<file path="src/design/stc_pkg.sv">
// shared constants, types and helpers for the soft timer channel bank
// no dependencies; used by the interfaces and every module of the block
package stc_pkg;

    localparam int CHANNELS   = 32;
    localparam int CH_BITS    = (CHANNELS > 1) ? $clog2(CHANNELS) : 1;
    localparam int COUNT_BITS = 16;
    localparam int CHNUM_W    = 7;
    localparam int GRANT_W    = 6;
    localparam int LIMIT_W    = 8;
    localparam int FUNC_W     = 2;

    localparam logic [LIMIT_W-1:0] LIMIT_RESET = LIMIT_W'(100);

    // operation codes
    localparam logic [FUNC_W-1:0] FUNC_TICK  = 2'd0;
    localparam logic [FUNC_W-1:0] FUNC_ALLOC = 2'd1;
    localparam logic [FUNC_W-1:0] FUNC_POLL  = 2'd2;
    localparam logic [FUNC_W-1:0] FUNC_CLEAR = 2'd3;

    typedef logic [FUNC_W-1:0]     t_func;
    typedef logic [CHNUM_W-1:0]    t_chnum;
    typedef logic [COUNT_BITS-1:0] t_count;
    typedef logic [GRANT_W-1:0]    t_grant;
    typedef logic [LIMIT_W-1:0]    t_limit;
    typedef logic [CHANNELS-1:0]   t_chmask;

    // controller to datapath commands
    typedef struct packed {
        logic latch;    // capture the accepted item
        logic exec;     // apply the item and load the result register
    } t_ctl_cmd;

    typedef struct packed {
        logic               found;
        logic [CH_BITS-1:0] idx;
    } t_free_ch;

    // lowest channel whose used bit is clear
    function automatic t_free_ch find_free(input t_chmask used);
        t_free_ch res;
        res.found = 1'b0;
        res.idx   = '0;
        for (int k = CHANNELS - 1; k >= 0; k--) begin
            if (!used[k]) begin
                res.found = 1'b1;
                res.idx   = CH_BITS'(k);
            end
        end
        return res;
    endfunction

endpackage

</file>
<file path="src/design/stc_if.sv">
// valid/ready channel interfaces for the soft timer channel bank
// depends on stc_pkg for the payload types
interface stc_in_if;
    logic           valid;
    logic           ready;
    stc_pkg::t_func  func;
    stc_pkg::t_chnum channel_number;
    logic           auto_clear;
    stc_pkg::t_count period;

    modport source (output valid, output func, output channel_number,
                    output auto_clear, output period, input ready);
    modport sink   (input valid, input func, input channel_number,
                    input auto_clear, input period, output ready);
endinterface

interface stc_out_if;
    logic           valid;
    logic           ready;
    logic           expired;
    stc_pkg::t_grant granted_channel;

    modport source (output valid, output expired, output granted_channel, input ready);
    modport sink   (input valid, input expired, input granted_channel, output ready);
endinterface

</file>
<file path="src/design/stc_ctrl.sv">
// controller state machine: accepts one transaction, then executes it
// depends on stc_pkg for the command struct
module stc_ctrl (
    input  logic              i_clk,
    input  logic              i_rst_n,
    input  logic              i_in_valid,
    output logic              o_in_ready,
    output logic              o_out_valid,
    input  logic              i_out_ready,
    output stc_pkg::t_ctl_cmd o_cmd
);

    localparam logic ST_IDLE = 1'b0;
    localparam logic ST_EXEC = 1'b1;

    logic r_state, n_state;
    logic r_out_valid, n_out_valid;
    logic slot_free;

    assign slot_free = !r_out_valid || i_out_ready;

    always_comb begin
        n_state     = r_state;
        n_out_valid = r_out_valid && !i_out_ready;
        o_cmd       = '0;
        o_in_ready  = 1'b0;
        unique case (r_state)
            ST_IDLE: begin
                o_in_ready = 1'b1;
                if (i_in_valid) begin
                    o_cmd.latch = 1'b1;
                    n_state     = ST_EXEC;
                end
            end
            ST_EXEC: begin
                // wait until the result register can take the new result
                if (slot_free) begin
                    o_cmd.exec  = 1'b1;
                    n_out_valid = 1'b1;
                    n_state     = ST_IDLE;
                end
            end
            default: n_state = ST_IDLE;
        endcase
    end

    always_ff @(posedge i_clk) begin
        if (!i_rst_n) begin
            r_state     <= ST_IDLE;
            r_out_valid <= 1'b0;
        end else begin
            r_state     <= n_state;
            r_out_valid <= n_out_valid;
        end
    end

    assign o_out_valid = r_out_valid;

endmodule

</file>
<file path="src/design/stc_dp.sv">
// datapath: prescaler, channel bit vectors, step counts and result register
// depends on stc_pkg for widths, codes and the free channel search
module stc_dp (
    input  logic              i_clk,
    input  logic              i_rst_n,
    input  stc_pkg::t_ctl_cmd i_cmd,
    input  logic              i_cfg_we,
    input  stc_pkg::t_limit   i_cfg_wdata,
    input  stc_pkg::t_func    i_func,
    input  stc_pkg::t_chnum   i_channel_number,
    input  logic              i_auto_clear,
    input  stc_pkg::t_count   i_period,
    output logic              o_expired,
    output stc_pkg::t_grant   o_granted_channel
);

    // captured item
    stc_pkg::t_func  r_func;
    stc_pkg::t_chnum r_ch;
    logic            r_auto;
    stc_pkg::t_count r_period;

    stc_pkg::t_limit  r_limit, r_prescale;
    stc_pkg::t_chmask r_pending, n_pending;
    stc_pkg::t_chmask r_in_use, n_in_use;
    stc_pkg::t_chmask r_cnt_vld, n_cnt_vld;   // clear count reads as zero
    stc_pkg::t_count  r_cnt [stc_pkg::CHANNELS];
    logic             r_expired, n_expired;
    stc_pkg::t_grant  r_granted, n_granted;
    stc_pkg::t_limit  n_prescale;

    logic                       ch_ok;
    logic [stc_pkg::CH_BITS-1:0] idx;
    stc_pkg::t_count            cur, inc, nxt;
    logic                       cnt_we;
    stc_pkg::t_free_ch          fr;

    assign ch_ok = r_ch < stc_pkg::t_chnum'(stc_pkg::CHANNELS);
    assign idx   = r_ch[stc_pkg::CH_BITS-1:0];
    assign cur   = r_cnt_vld[idx] ? r_cnt[idx] : '0;
    assign inc   = (cur <= r_period) ? cur + stc_pkg::t_count'(1) : cur;
    assign nxt   = (r_auto && inc >= r_period) ? '0 : inc;
    assign fr    = stc_pkg::find_free(r_in_use);

    always_comb begin
        n_prescale = r_prescale;
        n_pending  = r_pending;
        n_in_use   = r_in_use;
        n_cnt_vld  = r_cnt_vld;
        n_expired  = 1'b0;
        n_granted  = '0;
        cnt_we     = 1'b0;
        unique case (r_func)
            stc_pkg::FUNC_TICK: begin
                if (r_prescale >= r_limit) begin
                    n_prescale = '0;
                    n_pending  = '1;
                end else begin
                    n_prescale = r_prescale + stc_pkg::t_limit'(1);
                end
            end
            stc_pkg::FUNC_ALLOC: begin
                if (fr.found) begin
                    n_in_use[fr.idx]  = 1'b1;
                    n_cnt_vld[fr.idx] = 1'b0;
                    n_granted         = stc_pkg::t_grant'(fr.idx);
                end else begin
                    n_granted = stc_pkg::t_grant'(stc_pkg::CHANNELS);
                end
            end
            stc_pkg::FUNC_POLL: begin
                if (ch_ok) begin
                    n_in_use[idx] = 1'b1;
                    if (r_pending[idx]) begin
                        n_pending[idx] = 1'b0;
                        n_cnt_vld[idx] = 1'b1;
                        n_expired      = (inc == r_period);
                        cnt_we         = 1'b1;
                    end
                end
            end
            stc_pkg::FUNC_CLEAR: begin
                n_pending = '0;
                n_in_use  = '0;
                n_cnt_vld = '0;
            end
            default: ;
        endcase
    end

    always_ff @(posedge i_clk) begin
        if (!i_rst_n) begin
            r_limit    <= stc_pkg::LIMIT_RESET;
            r_prescale <= '0;
            r_pending  <= '0;
            r_in_use   <= '0;
            r_cnt_vld  <= '0;
        end else begin
            if (i_cfg_we) begin
                r_limit <= i_cfg_wdata;
            end
            if (i_cmd.exec) begin
                r_prescale <= n_prescale;
                r_pending  <= n_pending;
                r_in_use   <= n_in_use;
                r_cnt_vld  <= n_cnt_vld;
            end
        end
    end

    always_ff @(posedge i_clk) begin
        if (i_cmd.latch) begin
            r_func   <= i_func;
            r_ch     <= i_channel_number;
            r_auto   <= i_auto_clear;
            r_period <= i_period;
        end
        if (i_cmd.exec) begin
            r_expired <= n_expired;
            r_granted <= n_granted;
            if (cnt_we) begin
                r_cnt[idx] <= nxt;
            end
        end
    end

    assign o_expired         = r_expired;
    assign o_granted_channel = r_granted;

endmodule

</file>
<file path="src/design/soft_timer_channel_bank.sv">
// top level of the soft timer channel bank: controller plus datapath
// depends on stc_pkg, stc_if, stc_ctrl and stc_dp
//
//   port          dir  handshake     carries
//   i_in          in   valid/ready   func, channel_number, auto_clear, period
//   o_out         out  valid/ready   expired, granted_channel
//   i_cfg_we/..   in   write enable  tick_prescale_limit (8 bits)
//
// each transaction is first captured, then executed against the channel state, which
// loads the result register
// the result register lets the next item be captured while a result waits
// if a result still waits at execute time the controller holds in execute
// synchronous active-low reset clears all channel state, prescaler to zero, limit to 100
module soft_timer_channel_bank (
    input  logic            i_clk,
    input  logic            i_rst_n,
    input  logic            i_cfg_we,
    input  stc_pkg::t_limit i_cfg_wdata,
    stc_in_if.sink          i_in,
    stc_out_if.source       o_out
);

    stc_pkg::t_ctl_cmd cmd;

    // sequencing: capture, then execute when the result slot is free
    stc_ctrl u_ctrl (
        .i_clk       (i_clk),
        .i_rst_n     (i_rst_n),
        .i_in_valid  (i_in.valid),
        .o_in_ready  (i_in.ready),
        .o_out_valid (o_out.valid),
        .i_out_ready (o_out.ready),
        .o_cmd       (cmd)
    );

    // channel state and result payload
    stc_dp u_dp (
        .i_clk             (i_clk),
        .i_rst_n           (i_rst_n),
        .i_cmd             (cmd),
        .i_cfg_we          (i_cfg_we),
        .i_cfg_wdata       (i_cfg_wdata),
        .i_func            (i_in.func),
        .i_channel_number  (i_in.channel_number),
        .i_auto_clear      (i_in.auto_clear),
        .i_period          (i_in.period),
        .o_expired         (o_out.expired),
        .o_granted_channel (o_out.granted_channel)
    );

`ifndef SYNTHESIS
    // a captured item blocks the input until executed
    a_busy_after_accept: assert property (@(posedge i_clk) disable iff (!i_rst_n)
        i_in.valid && i_in.ready |=> !i_in.ready)
        else $error("input ready while an item is in flight");

    // execute never overwrites a result that is still waiting
    a_no_overwrite: assert property (@(posedge i_clk) disable iff (!i_rst_n)
        cmd.exec |-> (!o_out.valid || o_out.ready))
        else $error("result overwritten before transaction");

    // an expired result carries a granted channel of zero
    a_one_kind: assert property (@(posedge i_clk) disable iff (!i_rst_n)
        o_out.valid && o_out.expired |-> o_out.granted_channel == '0)
        else $error("expired with a granted channel");
`endif

endmodule
</file>
<file path="src/flat_wrapper.sv">
// flat-port wrapper written by rule: the top's interface ports become plain ports
module soft_timer_channel_bank_flat 
  (i_clk, i_rst_n, i_cfg_we, i_cfg_wdata, i_in_valid, i_in_func, i_in_channel_number, i_in_auto_clear, i_in_period, i_in_ready, o_out_valid, o_out_expired, o_out_granted_channel, o_out_ready);
  stc_in_if i_in_i ();
  stc_out_if o_out_i ();
  input  logic i_clk;
  input  logic i_rst_n;
  input  logic i_cfg_we;
  input  stc_pkg::t_limit i_cfg_wdata;
  input wire logic [$bits(i_in_i.valid)-1:0] i_in_valid;
  input wire logic [$bits(i_in_i.func)-1:0] i_in_func;
  input wire logic [$bits(i_in_i.channel_number)-1:0] i_in_channel_number;
  input wire logic [$bits(i_in_i.auto_clear)-1:0] i_in_auto_clear;
  input wire logic [$bits(i_in_i.period)-1:0] i_in_period;
  output wire logic [$bits(i_in_i.ready)-1:0] i_in_ready;
  output wire logic [$bits(o_out_i.valid)-1:0] o_out_valid;
  output wire logic [$bits(o_out_i.expired)-1:0] o_out_expired;
  output wire logic [$bits(o_out_i.granted_channel)-1:0] o_out_granted_channel;
  input wire logic [$bits(o_out_i.ready)-1:0] o_out_ready;
  assign i_in_i.valid = i_in_valid;
  assign i_in_i.func = i_in_func;
  assign i_in_i.channel_number = i_in_channel_number;
  assign i_in_i.auto_clear = i_in_auto_clear;
  assign i_in_i.period = i_in_period;
  assign i_in_ready = i_in_i.ready;
  assign o_out_valid = o_out_i.valid;
  assign o_out_expired = o_out_i.expired;
  assign o_out_granted_channel = o_out_i.granted_channel;
  assign o_out_i.ready = o_out_ready;
  soft_timer_channel_bank u_core (.i_clk(i_clk), .i_rst_n(i_rst_n), .i_cfg_we(i_cfg_we), .i_cfg_wdata(i_cfg_wdata), .i_in(i_in_i), .o_out(o_out_i));
endmodule
</file>
<file path="config.mk">
export PLATFORM = sky130hd
export DESIGN_NAME = soft_timer_channel_bank_flat
export DESIGN_NICKNAME = d
export VERILOG_FILES = /design/src/design/stc_pkg.sv /design/src/design/stc_if.sv /design/src/design/stc_ctrl.sv /design/src/design/stc_dp.sv /design/src/design/soft_timer_channel_bank.sv /design/src/flat_wrapper.sv
export SDC_FILE = /design/constraint.sdc
export NUM_CORES = 1
export LEC_CHECK = 0
export ABC_AREA = 1
export BUFFER_PORTS_ARGS = -buffer_cell sky130_fd_sc_hd__buf_2
export CAP_MARGIN = 20
export CORE_UTILIZATION = 50
export CTS_BUF_LIST = sky130_fd_sc_hd__clkbuf_8
export DETAILED_ROUTE_END_ITERATION = 6
export PLACE_DENSITY = 0.65
export SETUP_SLACK_MARGIN = 0.5
export SLEW_MARGIN = 25
export SYNTH_ARGS = -nofsm -noshare
export SYNTH_HDL_FRONTEND = slang
export SYNTH_HIERARCHICAL = 1
export SYNTH_SLANG_ARGS = --single-unit
</file>
<file path="constraint.sdc">
create_clock -name i_clk -period 11.45 [get_ports i_clk]
set_clock_uncertainty 0.2 [all_clocks]
set_input_delay 0.5725 -clock i_clk [delete_from_list [all_inputs] [get_ports i_clk]]
set_output_delay 0.5725 -clock i_clk [all_outputs]
set_load 0.02 [all_outputs]
</file>
**After elaboration in Yosys (flattened, before gate mapping)**

Memory sizes are Yosys's and may differ from the RTL's. A register that Yosys moved wholly into a read port is not among the register bits.
Cells that the tools add are included.

- Register bits: 147
- RAM bits: 512
- Output and inout port bits: 9
- Logic and storage cells: 129
- Memories kept: 1

- Add/subtract/negate cells: 2
- Magnitude comparators: 8
- Equal/unequal tests: 8
- Multiplexer cells: 72
- Bitwise gates (word level): 8
- Reductions and logical operators: 16

Memory list:

| memory | depth | bits a word | rd ports | clocked after memory_dff | write ports | line | text |
|---|---|---|---|---|---|---|---|
| u_core.u_dp.r_cnt | 32 | 16 | 1 | 1 | 1 | stc_dp.sv:27 | `stc_pkg::t_count r_cnt [stc_pkg::CHANNELS];` |

Operator list:

| cell | number |
|---|---|
| 32-bit one-hot mux with 3 select lines | 3 |
| 32-bit two-way mux | 8 |
| 6-bit two-way mux | 33 |
| 32-bit OR | 3 |
| 32-bit AND | 2 |
| 32-bit NOT | 2 |
| 16-bit two-way mux | 3 |
| 1-bit two-way mux | 18 |
| 16-bit by 1-bit adder with 16-bit output, second input constant | 1 |
| 16-bit equality test | 1 |
| 16-bit greater-or-equal comparator | 1 |
| 16-bit <= comparator | 1 |
| 5-bit by 6-bit < comparator with 1-bit output, second input constant | 2 |
| 1-bit binary-select mux with 5-bit select | 2 |
| 1-bit demux with 5-bit select | 2 |
| 5-bit by 1-bit greater-or-equal comparator with 1-bit output, second input constant | 2 |
| 5-bit AND reduction | 2 |
| 8-bit by 1-bit adder with 8-bit output, second input constant | 1 |
| 8-bit greater-or-equal comparator | 1 |
| 8-bit two-way mux | 1 |
| 2-bit inequality test, second input constant | 4 |
| 7-bit by 6-bit < comparator with 1-bit output, second input constant | 1 |
| 3-bit nonzero test | 2 |
| 5-bit two-way mux | 1 |
| 11 further kinds | 17 |

**Depth between registers and ports, before layout**

Gate-level depths: netlist of the first run.

- Word-level depth: 40
- Mapped depth: 37

**By module**

Netlist of the first run, hierarchy kept.

Modules (own cells, without submodules):

| module | times used | cells each | area each (um^2) | sequential area each (um^2) |
|---|---|---|---|---|
| stc_dp | 1 | 2527 | 28388.5 | 18707.9 |
| stc_ctrl | 1 | 11 | 83.8 | 40.0 |

**Least setup slack after synthesis of the first run**

No wires, ideal clock.

- Path type: register -> register
- Start point: reg u_core.u_dp.r_ch[1]
- End point: mem u_core/u_dp/r_cnt[0][7] (netlist name), data pin
- Library setup time: 0.467 ns
- Arrival time: 6.192 ns
- Setup slack: 4.591 ns
- Cell stages (with the launch flop): 32
- Buffers on the path: 2
- Clock period less this slack: 6.859 ns
- Cells stage by stage: edfxtp_1 > nand2_4 > inv_4 > buf_4 > a22oi_1 > a21boi_1 > a2111oi_2 > inv_2 > buf_6 > o211ai_1 > inv_1 > ha_1 > nand2_1 > nor4b_1 > nand2_1 > o211a_1 > o21ai_0 > nand2_1 > inv_1 > nor2_1 > nand2_1 > inv_1 > nand3_1 > xor2_1 > ha_1 > a21oi_1 > nor2_1 > a211oi_1 > o221ai_1 > a21oi_1 > a21boi_1 > a211oi_1

- Word-level cells in the longest chain between the ends: 8
- Elaborated cells between the ends (all ways): 9
- Classes of those cells: add/sub (1); order compare (2); mux (5); reduce/logical (1)

Ends and longest elaborated chain:

| item | line | text |
|---|---|---|
| from (decl) | stc_dp.sv:19 | `stc_pkg::t_chnum r_ch;` |
| from (signal assigned) | stc_dp.sv:114 | `r_ch <= i_channel_number;` |
| 1-bit binary-select mux with 5-bit select * | stc_dp.sv:40 | `assign cur = r_cnt_vld[idx] ? r_cnt[idx] : '0;` |
| 1-bit two-way mux (not written as such) * | stc_dp.sv:40 |  |
| 16-bit two-way mux * | stc_dp.sv:40 |  |
| 16-bit by 1-bit adder with 16-bit output or 16-bit <= comparator (tied branches) | stc_dp.sv:41 | `assign inc = (cur <= r_period) ? cur + stc_pkg::t_count'(1) : cur;` |
| 16-bit two-way mux * | stc_dp.sv:41 |  |
| 16-bit greater-or-equal comparator | stc_dp.sv:42 | `assign nxt = (r_auto && inc >= r_period) ? '0 : inc;` |
| 1-bit logical AND | stc_dp.sv:42 |  |
| 16-bit two-way mux * | stc_dp.sv:42 |  |
| net u_core.u_dp.nxt[7] | stc_dp.sv:34 | `stc_pkg::t_count cur, inc, nxt;` |
| to (decl) | stc_dp.sv:27 |  |

Mark *: on every way through the listed nets, which the timed path passes. The rest lies on a longest branch. The select of a mux whose other input is x is not followed.

==> results of run 1 <==
==> cells by family (layout without fill, tap and decap cells) <==
| family | after synthesis | in the layout | synth area share |
|---|---|---|---|
| simple gates | 762 | 762 | 0.110 |
| compound gates | 740 | 740 | 0.162 |
| flops | 664 | 664 | 0.658 |
| buf+inv | 313 | 461 | 0.0460 |
| fa+ha+maj | 42 | 42 | 0.0185 |
| xor+xnor | 17 | 17 | 0.00523 |
==> registers in the layout, indices dropped and copies added (netlist names), 2 cells and up, named ones only <==
signal / cells
u_core/u_dp/r_cnt: 512
u_core/u_dp/r_cnt_vld: 32
u_core/u_dp/r_in_use: 32
u_core/u_dp/r_pending: 32
u_core/u_dp/r_period: 16
u_core/u_dp/r_limit: 8
u_core/u_dp/r_prescale: 8
u_core/u_dp/r_ch: 7
u_core/u_dp/o_granted_channel: 6
u_core/u_dp/r_func: 2
==> path summary, 6_finish.rpt <==
| kind | startpoint | endpoint | slack, ps | depth (start not counted) |
|---|---|---|---|---|
| max | register | u_core/u_dp/r_cnt[13][1] | 2920 | 35 |
| min | i_cfg_we | u_core/u_dp/r_limit[3] | 140 | 3 |
| max reg2reg | register | u_core/u_dp/r_cnt[13][1] | 2920 | 35 |
| min reg2reg | u_core/u_dp/r_in_use[4] | u_core/u_dp/r_in_use[4] | 270 | 2 |
==> cells in the mapped netlist (all sizes together) (37+ instances only) <==
cell type / instances / share of area
edfxtp: 545 / 0.57
nor2: 381 / 0.051
o21ai: 313 / 0.055
nand2: 257 / 0.035
inv: 149 / 0.020
a21oi: 137 / 0.024
dfxtp: 119 / 0.084
o221ai: 108 / 0.033
clkbuf: 88 / 0.012
nand3: 78 / 0.014
buf: 74 / 0.014
ha: 42 / 0.018
a211oi: 37 / 0.0098
o211ai: 37 / 0.010
==> worst min-delay path, delay by kind of cell <==
family                 cells  cell delay (ps)
AOI/OAI and AO/OA          1              150
buffers and inverters      2              300
==> cell usage in the layout (no fill, tap or decap), types with 4 or more instances in the layout <==
cell type / netlist / layout
sky130_fd_sc_hd__dlygate4sd3_1: 0 / 43
sky130_fd_sc_hd__a21oi_1: 136 / 136
sky130_fd_sc_hd__dfxtp_1: 119 / 116
sky130_fd_sc_hd__ha_1: 42 / 42
sky130_fd_sc_hd__buf_2: 57 / 47
sky130_fd_sc_hd__buf_4: 12 / 20
sky130_fd_sc_hd__nor2_1: 376 / 331
sky130_fd_sc_hd__nand4_1: 21 / 21
sky130_fd_sc_hd__nor2_4: 2 / 47
sky130_fd_sc_hd__buf_16: 0 / 9
sky130_fd_sc_hd__xor2_1: 16 / 16
sky130_fd_sc_hd__buf_6: 2 / 4
sky130_fd_sc_hd__o21ai_1: 36 / 36
sky130_fd_sc_hd__o211ai_1: 36 / 36
sky130_fd_sc_hd__nand2_1: 251 / 249
sky130_fd_sc_hd__o21ai_0: 276 / 276
sky130_fd_sc_hd__clkinv_2: 0 / 11
sky130_fd_sc_hd__clkbuf_8: 0 / 118
sky130_fd_sc_hd__a21o_1: 8 / 8
sky130_fd_sc_hd__a211oi_1: 37 / 35
sky130_fd_sc_hd__a22oi_1: 24 / 24
sky130_fd_sc_hd__nor3_2: 1 / 4
sky130_fd_sc_hd__nor3_1: 16 / 13
sky130_fd_sc_hd__a311oi_1: 32 / 32
sky130_fd_sc_hd__clkinv_1: 2 / 21
sky130_fd_sc_hd__o22ai_1: 30 / 30
sky130_fd_sc_hd__nand3_1: 77 / 77
sky130_fd_sc_hd__nand2_2: 5 / 7
sky130_fd_sc_hd__inv_2: 9 / 9
sky130_fd_sc_hd__o221ai_1: 108 / 108
sky130_fd_sc_hd__edfxtp_1: 545 / 545
sky130_fd_sc_hd__inv_1: 139 / 167
==> report_power, final <==
| part | switching [mW] | total (mW) | internal, mW |
|---|---|---|---|
| clock | 0.913 | 1.87 | 0.960 |
| combinational | 0.292 | 0.416 | 0.124 |
| sequential | 0.0303 | 2.63 | 2.60 |
==> cell type report <==
cell class	count	area, µm²
Clock buffer	118	1620
Clock inverter	66	317
Fill cell	4735	24100
Inverter	151	581
Multi-Input combinational cell	1561	8820
Sequential cell	664	18800
Tap cell	756	946
Timing Repair Buffer	126	1160
==> per-layer routing <==
| metal | global-route usage | share of wire | up-vias |
|---|---|---|---|
| met5 | 0 | 0.00014 | - |
| met4 | 0.131 | 0.033 | 2 |
| met3 | 0.0645 | 0.098 | 174 |
| met2 | 0.460 | 0.46 | 1117 |
| met1 | 0.415 | 0.41 | 10555 |
| li1 | - | - | 9483 |
==> results.md, run 1 <==
- Run status: finished with violations
- Failing checks: DRC
- Endpoint kind of the worst setup timing path: register
- Nets: 2690
- Total core area: around 0.056 mm²
- Synth Area per Inst: ~11 µm²
- RSZ-0062 raised after global routing: false
- CTS tree: done
- Number of nets with antenna violations after routing: 0
- Total number of H-tree levels: 3
- Critical Path Most Common Cell: sky130_fd_sc_hd__nand2_1
- Category of the most critical setup path: reg2reg
- Total instance count after detailed placement: approximately 3200
- Setup Slack @ Placement: approximately 2800 ps
- Element type at the critical path start: register
- End-of-flow core utilization: 0.572
- Number of cells in the finished layout apart from fillers: 3442
- Number of rows created at floorplan: between 80 and 90
- Clk slew on worst S/H paths: approximately 60 ps
- Clk Latency, worst-skew pair: around 730 ps
- Worst IR Drop VDD: 0.109 mV
- Initial Util: 0.506
- Final cell area excluding filler cells: about 0.032 mm²
- Ys flop type: sky130_fd_sc_hd__edfxtp_1
- Hold_ws: roughly 140 ps
- Register area share after synthesis: 0.658
- Detailed-route wire length per cell: 25.2 µm
- Post-cts repair resize count: 0
- Data arrival time of the worst path: around 8900 ps
- Static leakage power: between 10 and 15 nW
- I/O pins: between 40 and 50
- Clock tree sinks: 664
- Fraction of final layout cells with drive strength greater than 1: 0.114
- Shortest period the worst path allows: ~8500 ps
- Routability-driven placement congestion ratio: 0.918
- Chip width: between 200 and 250 µm
- Crit path buffers/inverters: 8
- Quantity of hold-fixing buffers added after cts: 43
- Maximum cell stage delay along the critical path: ~860 ps
- Post-detailed-placement cell area: approximately 0.030 mm²
- Root cell of the clock tree: sky130_fd_sc_hd__clkbuf_8
- Syn_nets: 2619
- Power per standard cell area: 153 mW/mm²
- Slew headroom: 0.250
- First DRT Iteration DRCs: 2790
- CTS Buffer Depth: 3
- Total congestion overflow: 0
- Hold Fails Final Rpt: 0
- Critical-path cell with the highest stage delay: sky130_fd_sc_hd__clkinv_2
- Critical path peak fanout: 74
- Share of flip-flops with an asynchronous set or reset: 0
- Largest net degree at the start of global routing: around 150
- Final-report setup violation count: 0
- Power, Total: a little under 5 mW
- # diodes: 0
- Average vias per placed instance: 6.20
- Pre-antenna DRT Iters: 7
- Sum of negative setup slack: 0 ps
- Cell class contributing the biggest share of worst-path delay: compound AO/OA/AOI/OAI gates
- Residual DRC count: 1
- Synthesized cell area: roughly 0.028 mm²
- Number of enable flip-flop cells after synthesis: 545
- Final cycle utilization of the critical path: 0.745
- Via count of the first global-routing pass: slightly above 20000
- First-pass GRT wire length: 127000 µm
- Kind of path behind the tightest hold check: in2reg
- Antenna violations before repair: 2
- Number of post-CTS setup repair buffers: 0
- Number of vias in the routed layout: roughly 21000
- Floorplan die height: around 240 µm
- Count of mapped cells out of synthesis: 2538
- Maxcap violations: 0
- Port buffer count: 47
- Max Transition Viols Final: 0
- Routed WL: 86700 µm
- Cell variety after synth: 52
- Fmax: roughly 0.12 GHz
- Tightest Pin Transition: roughly 1100 ps
- Count of synthesis-stage warnings from yosys: 6
- Slack of the critical path: 2920 ps
- Combined global-route utilization of all metal layers: 0.301
- Die area: around 0.058 mm²
- Post-synthesis to final-layout area growth: 13.1%
- Post-synthesis sequential element count: ~660
- Worst EP required: ~12000 ps
- DP HPWL: between 40000 and 50000 µm
- TritonCTS Buffers: about 110
Note: power is estimated with default switching activity, not from simulation.
==> run 2: changes to the inputs <==
==> constraint.sdc (replaced) <==
create_clock -name i_clk -period 8.4 [get_ports i_clk]
set_clock_uncertainty 0.2 [all_clocks]
set_input_delay 0.42 -clock i_clk [delete_from_list [all_inputs] [get_ports i_clk]]
set_output_delay 0.42 -clock i_clk [all_outputs]
set_load 0.02 [all_outputs]
==> results.md, run 2 (synthesis results as in run 1) <==
- Residual DRC count: 0 (-1)
- Shortest period the worst path allows: 7420 ps (-1110 ps)
- Worst EP required: 8620 ps (-3200 ps)
- Tightest Pin Transition: 1050 ps (-71.0 ps)
- TritonCTS Buffers: 107 (+1.9%)
- Chip width: 241 µm (unchanged)
- Clock tree sinks: 664 (unchanged)
- Antenna violations before repair: 1 (-1)
- Root cell of the clock tree: sky130_fd_sc_hd__clkbuf_8
- Setup Slack @ Placement: 632 ps (-2130 ps)
- First-pass GRT wire length: 123000 µm (-2.9%)
- Reg-to-reg critical path endpoint: u_core/u_dp/r_cnt[9][3]
- Initial Util: 0.506 (unchanged)
- Critical path peak fanout: 114 (+54%)
- Clk Latency, worst-skew pair: 720 ps (about the same)
- Total number of H-tree levels: 3 (unchanged)
- Number of vias in the routed layout: 21269 (-0.29%)
- Total congestion overflow: 0 (unchanged)
- Clk slew on worst S/H paths: 60 ps (about the same)
- Endpoint kind of the worst setup timing path: register
- Maxcap violations: 0 (unchanged)
- Largest net degree at the start of global routing: 129 (-11%)
- Worst IR Drop VDD: 0.138 mV (+27%)
- Final cycle utilization of the critical path: 0.883 (+0.138)
- Run status: complete, no violations
- RSZ-0062 raised after global routing: false
- Global routing usage on met1: 0.412 (-0.00299)
- Final-report setup violation count: 0 (unchanged)
- End-of-flow core utilization: 0.576 (+0.00351)
- Total core area: 0.0563 mm² (unchanged)
- Power per standard cell area: 214 mW/mm² (+40%)
- Element type at the critical path start: register
- Data arrival time of the worst path: 7640 ps (-1270 ps)
- CTS Buffer Depth: 3 (unchanged)
- CTS tree: done
- Post-synthesis to final-layout area growth: 13.8%
- Combined global-route utilization of all metal layers: 0.288 (-0.0131)
- Sum of negative setup slack: 0 ps (unchanged)
- Met3 layer usage reported by global route: 0.0469 (-0.0176)
- Number of cell instances on the worst register-to-register path: 32 (-8.6%)
- Max Transition Viols Final: 0 (unchanged)
- Critical Path Most Common Cell: sky130_fd_sc_hd__nand2_1
- Number of nets with antenna violations after routing: 0 (unchanged)
- Fmax: 0.135 GHz (+15%)
- Floorplan die height: 241 µm (unchanged)
- Global routing usage on met2: 0.443 (-0.0168)
- Cell class contributing the biggest share of worst-path delay: simple AND/OR/NAND/NOR gates
- Crit path buffers/inverters: 6 (-2)
- Critical hold path startpoint: i_rst_n
- Slack of the critical path: 980 ps (-1940 ps)
- Average vias per placed instance: 6.08 (-1.8%)
- Pre-antenna DRT Iters: 5 (-2)
- Register containing the most flip-flops in the final layout: u_core/u_dp/r_cnt
- Kind of path behind the tightest hold check: in2reg
- First DRT Iteration DRCs: 2819 (+1.0%)
- Nets: 2726 (+1.3%)
- Die area: 0.0579 mm² (unchanged)
- Via count of the first global-routing pass: 20208 (-0.74%)
- Sink of the worst hold path: u_core/u_ctrl/o_out_valid
- Cells on Worst Hold Path: 2 (-1)
- Critical-path cell with the highest stage delay: sky130_fd_sc_hd__o211ai_1
- Fraction of final layout cells with drive strength greater than 1: 0.129 (+0.0146)
- Port buffer count: 47 (unchanged)
- Final cell area excluding filler cells: 0.0324 mm² (+0.61%)
- Number of flip-flops under the largest register name: 512 (unchanged)
- Routed WL: 83200 µm (-4.0%)
- Detailed-route wire length per cell: 23.8 µm (-5.5%)
- Register-to-register setup slack: 980 ps (-1940 ps)
- Category of the most critical setup path: reg2reg
- Commonest non-fill, non-tap cell in the layout: sky130_fd_sc_hd__edfxtp_1
- Routability-driven placement congestion ratio: 0.954 (+3.9%)
- Number of rows created at floorplan: 87 (unchanged)
- Static leakage power: 11.2 nW (+2.2%)
- Hold_ws: 158 ps (+17.5 ps)
- Total instance count after detailed placement: 3239 (+0.97%)
- DP HPWL: 48000 µm (-1.5%)
- I/O pins: 48 (unchanged)
- Most crowded layer after global routing: met2
- Power, Total: 6.94 mW (+41%)
- Number of cells in the finished layout apart from fillers: 3496 (+1.6%)
- Most frequent cells in the layout: sky130_fd_sc_hd__edfxtp_1, sky130_fd_sc_hd__nor2_1, sky130_fd_sc_hd__o21ai_0, sky130_fd_sc_hd__nand2_1, sky130_fd_sc_hd__inv_1
- Hold Fails Final Rpt: 0 (unchanged)
- Slew headroom: 0.299 (+0.0491)
- Post-detailed-placement cell area: 0.0297 mm² (+0.16%)
- Maximum cell stage delay along the critical path: 440 ps (-420 ps)
==> run 2: changes by cell type in the layout (fill, tap and decap cells not counted), moves of 4 or more <==
cell	previous run	this run
sky130_fd_sc_hd__buf_16	9	0
sky130_fd_sc_hd__buf_6	4	0
sky130_fd_sc_hd__nor2_4	47	27
sky130_fd_sc_hd__dlygate4sd3_1	43	48
sky130_fd_sc_hd__clkinv_2	11	21
sky130_fd_sc_hd__nor2_2	3	23
sky130_fd_sc_hd__buf_4	20	61
==> run 2: layer usage <==
metal  up-vias  share of wire
met1     10492           0.43
met4         0          0.029
met3       151          0.087
li1       9574              -
met5         -              0
met2      1052           0.46
==> run 2: worst max-delay path by stage <==
stage | startpoint | depth (start not counted) | end
after CTS | register | 32 | u_core/u_dp/r_cnt[13][15]
after floorplan | u_core/u_dp/r_ch[1] | 31 | u_core/u_dp/r_cnt[0][7]
after detailed placement | register | 32 | u_core/u_dp/r_cnt[6][15]
final | register | 32 | u_core/u_dp/r_cnt[9][3]
after global routing | register | 33 | u_core/u_dp/r_cnt[9][3]
after global placement | register | 32 | u_core/u_dp/r_cnt[10][3]
==> run 2: what timing repair did <==
item | 4_1_cts | 5_1_grt
hold endpoints to repair | 47 | 0
setup buffers | 0 | 5
resized for setup | 0 | 6
endpoints found under the setup margin | 0 | 512
hold buffers | 48 | 0
==> run 2: cell type report <==
class | count | area (µm²)
Fill cell | 4682 | 23900
Inverter | 151 | 582
Clock inverter | 81 | 477
Tap cell | 756 | 946
Clock buffer | 121 | 1670
Timing Repair Buffer | 160 | 1250
Antenna cell | 2 | 5.00
Multi-Input combinational cell | 1561 | 8710
Sequential cell | 664 | 18800
==> run 2: power breakdown <==
group,switching (mW),internal (mW),leakage [nW]
Sequential,0.0274,3.55,5.88
Combinational,0.429,0.180,4.09
Clock,1.30,1.45,1.22
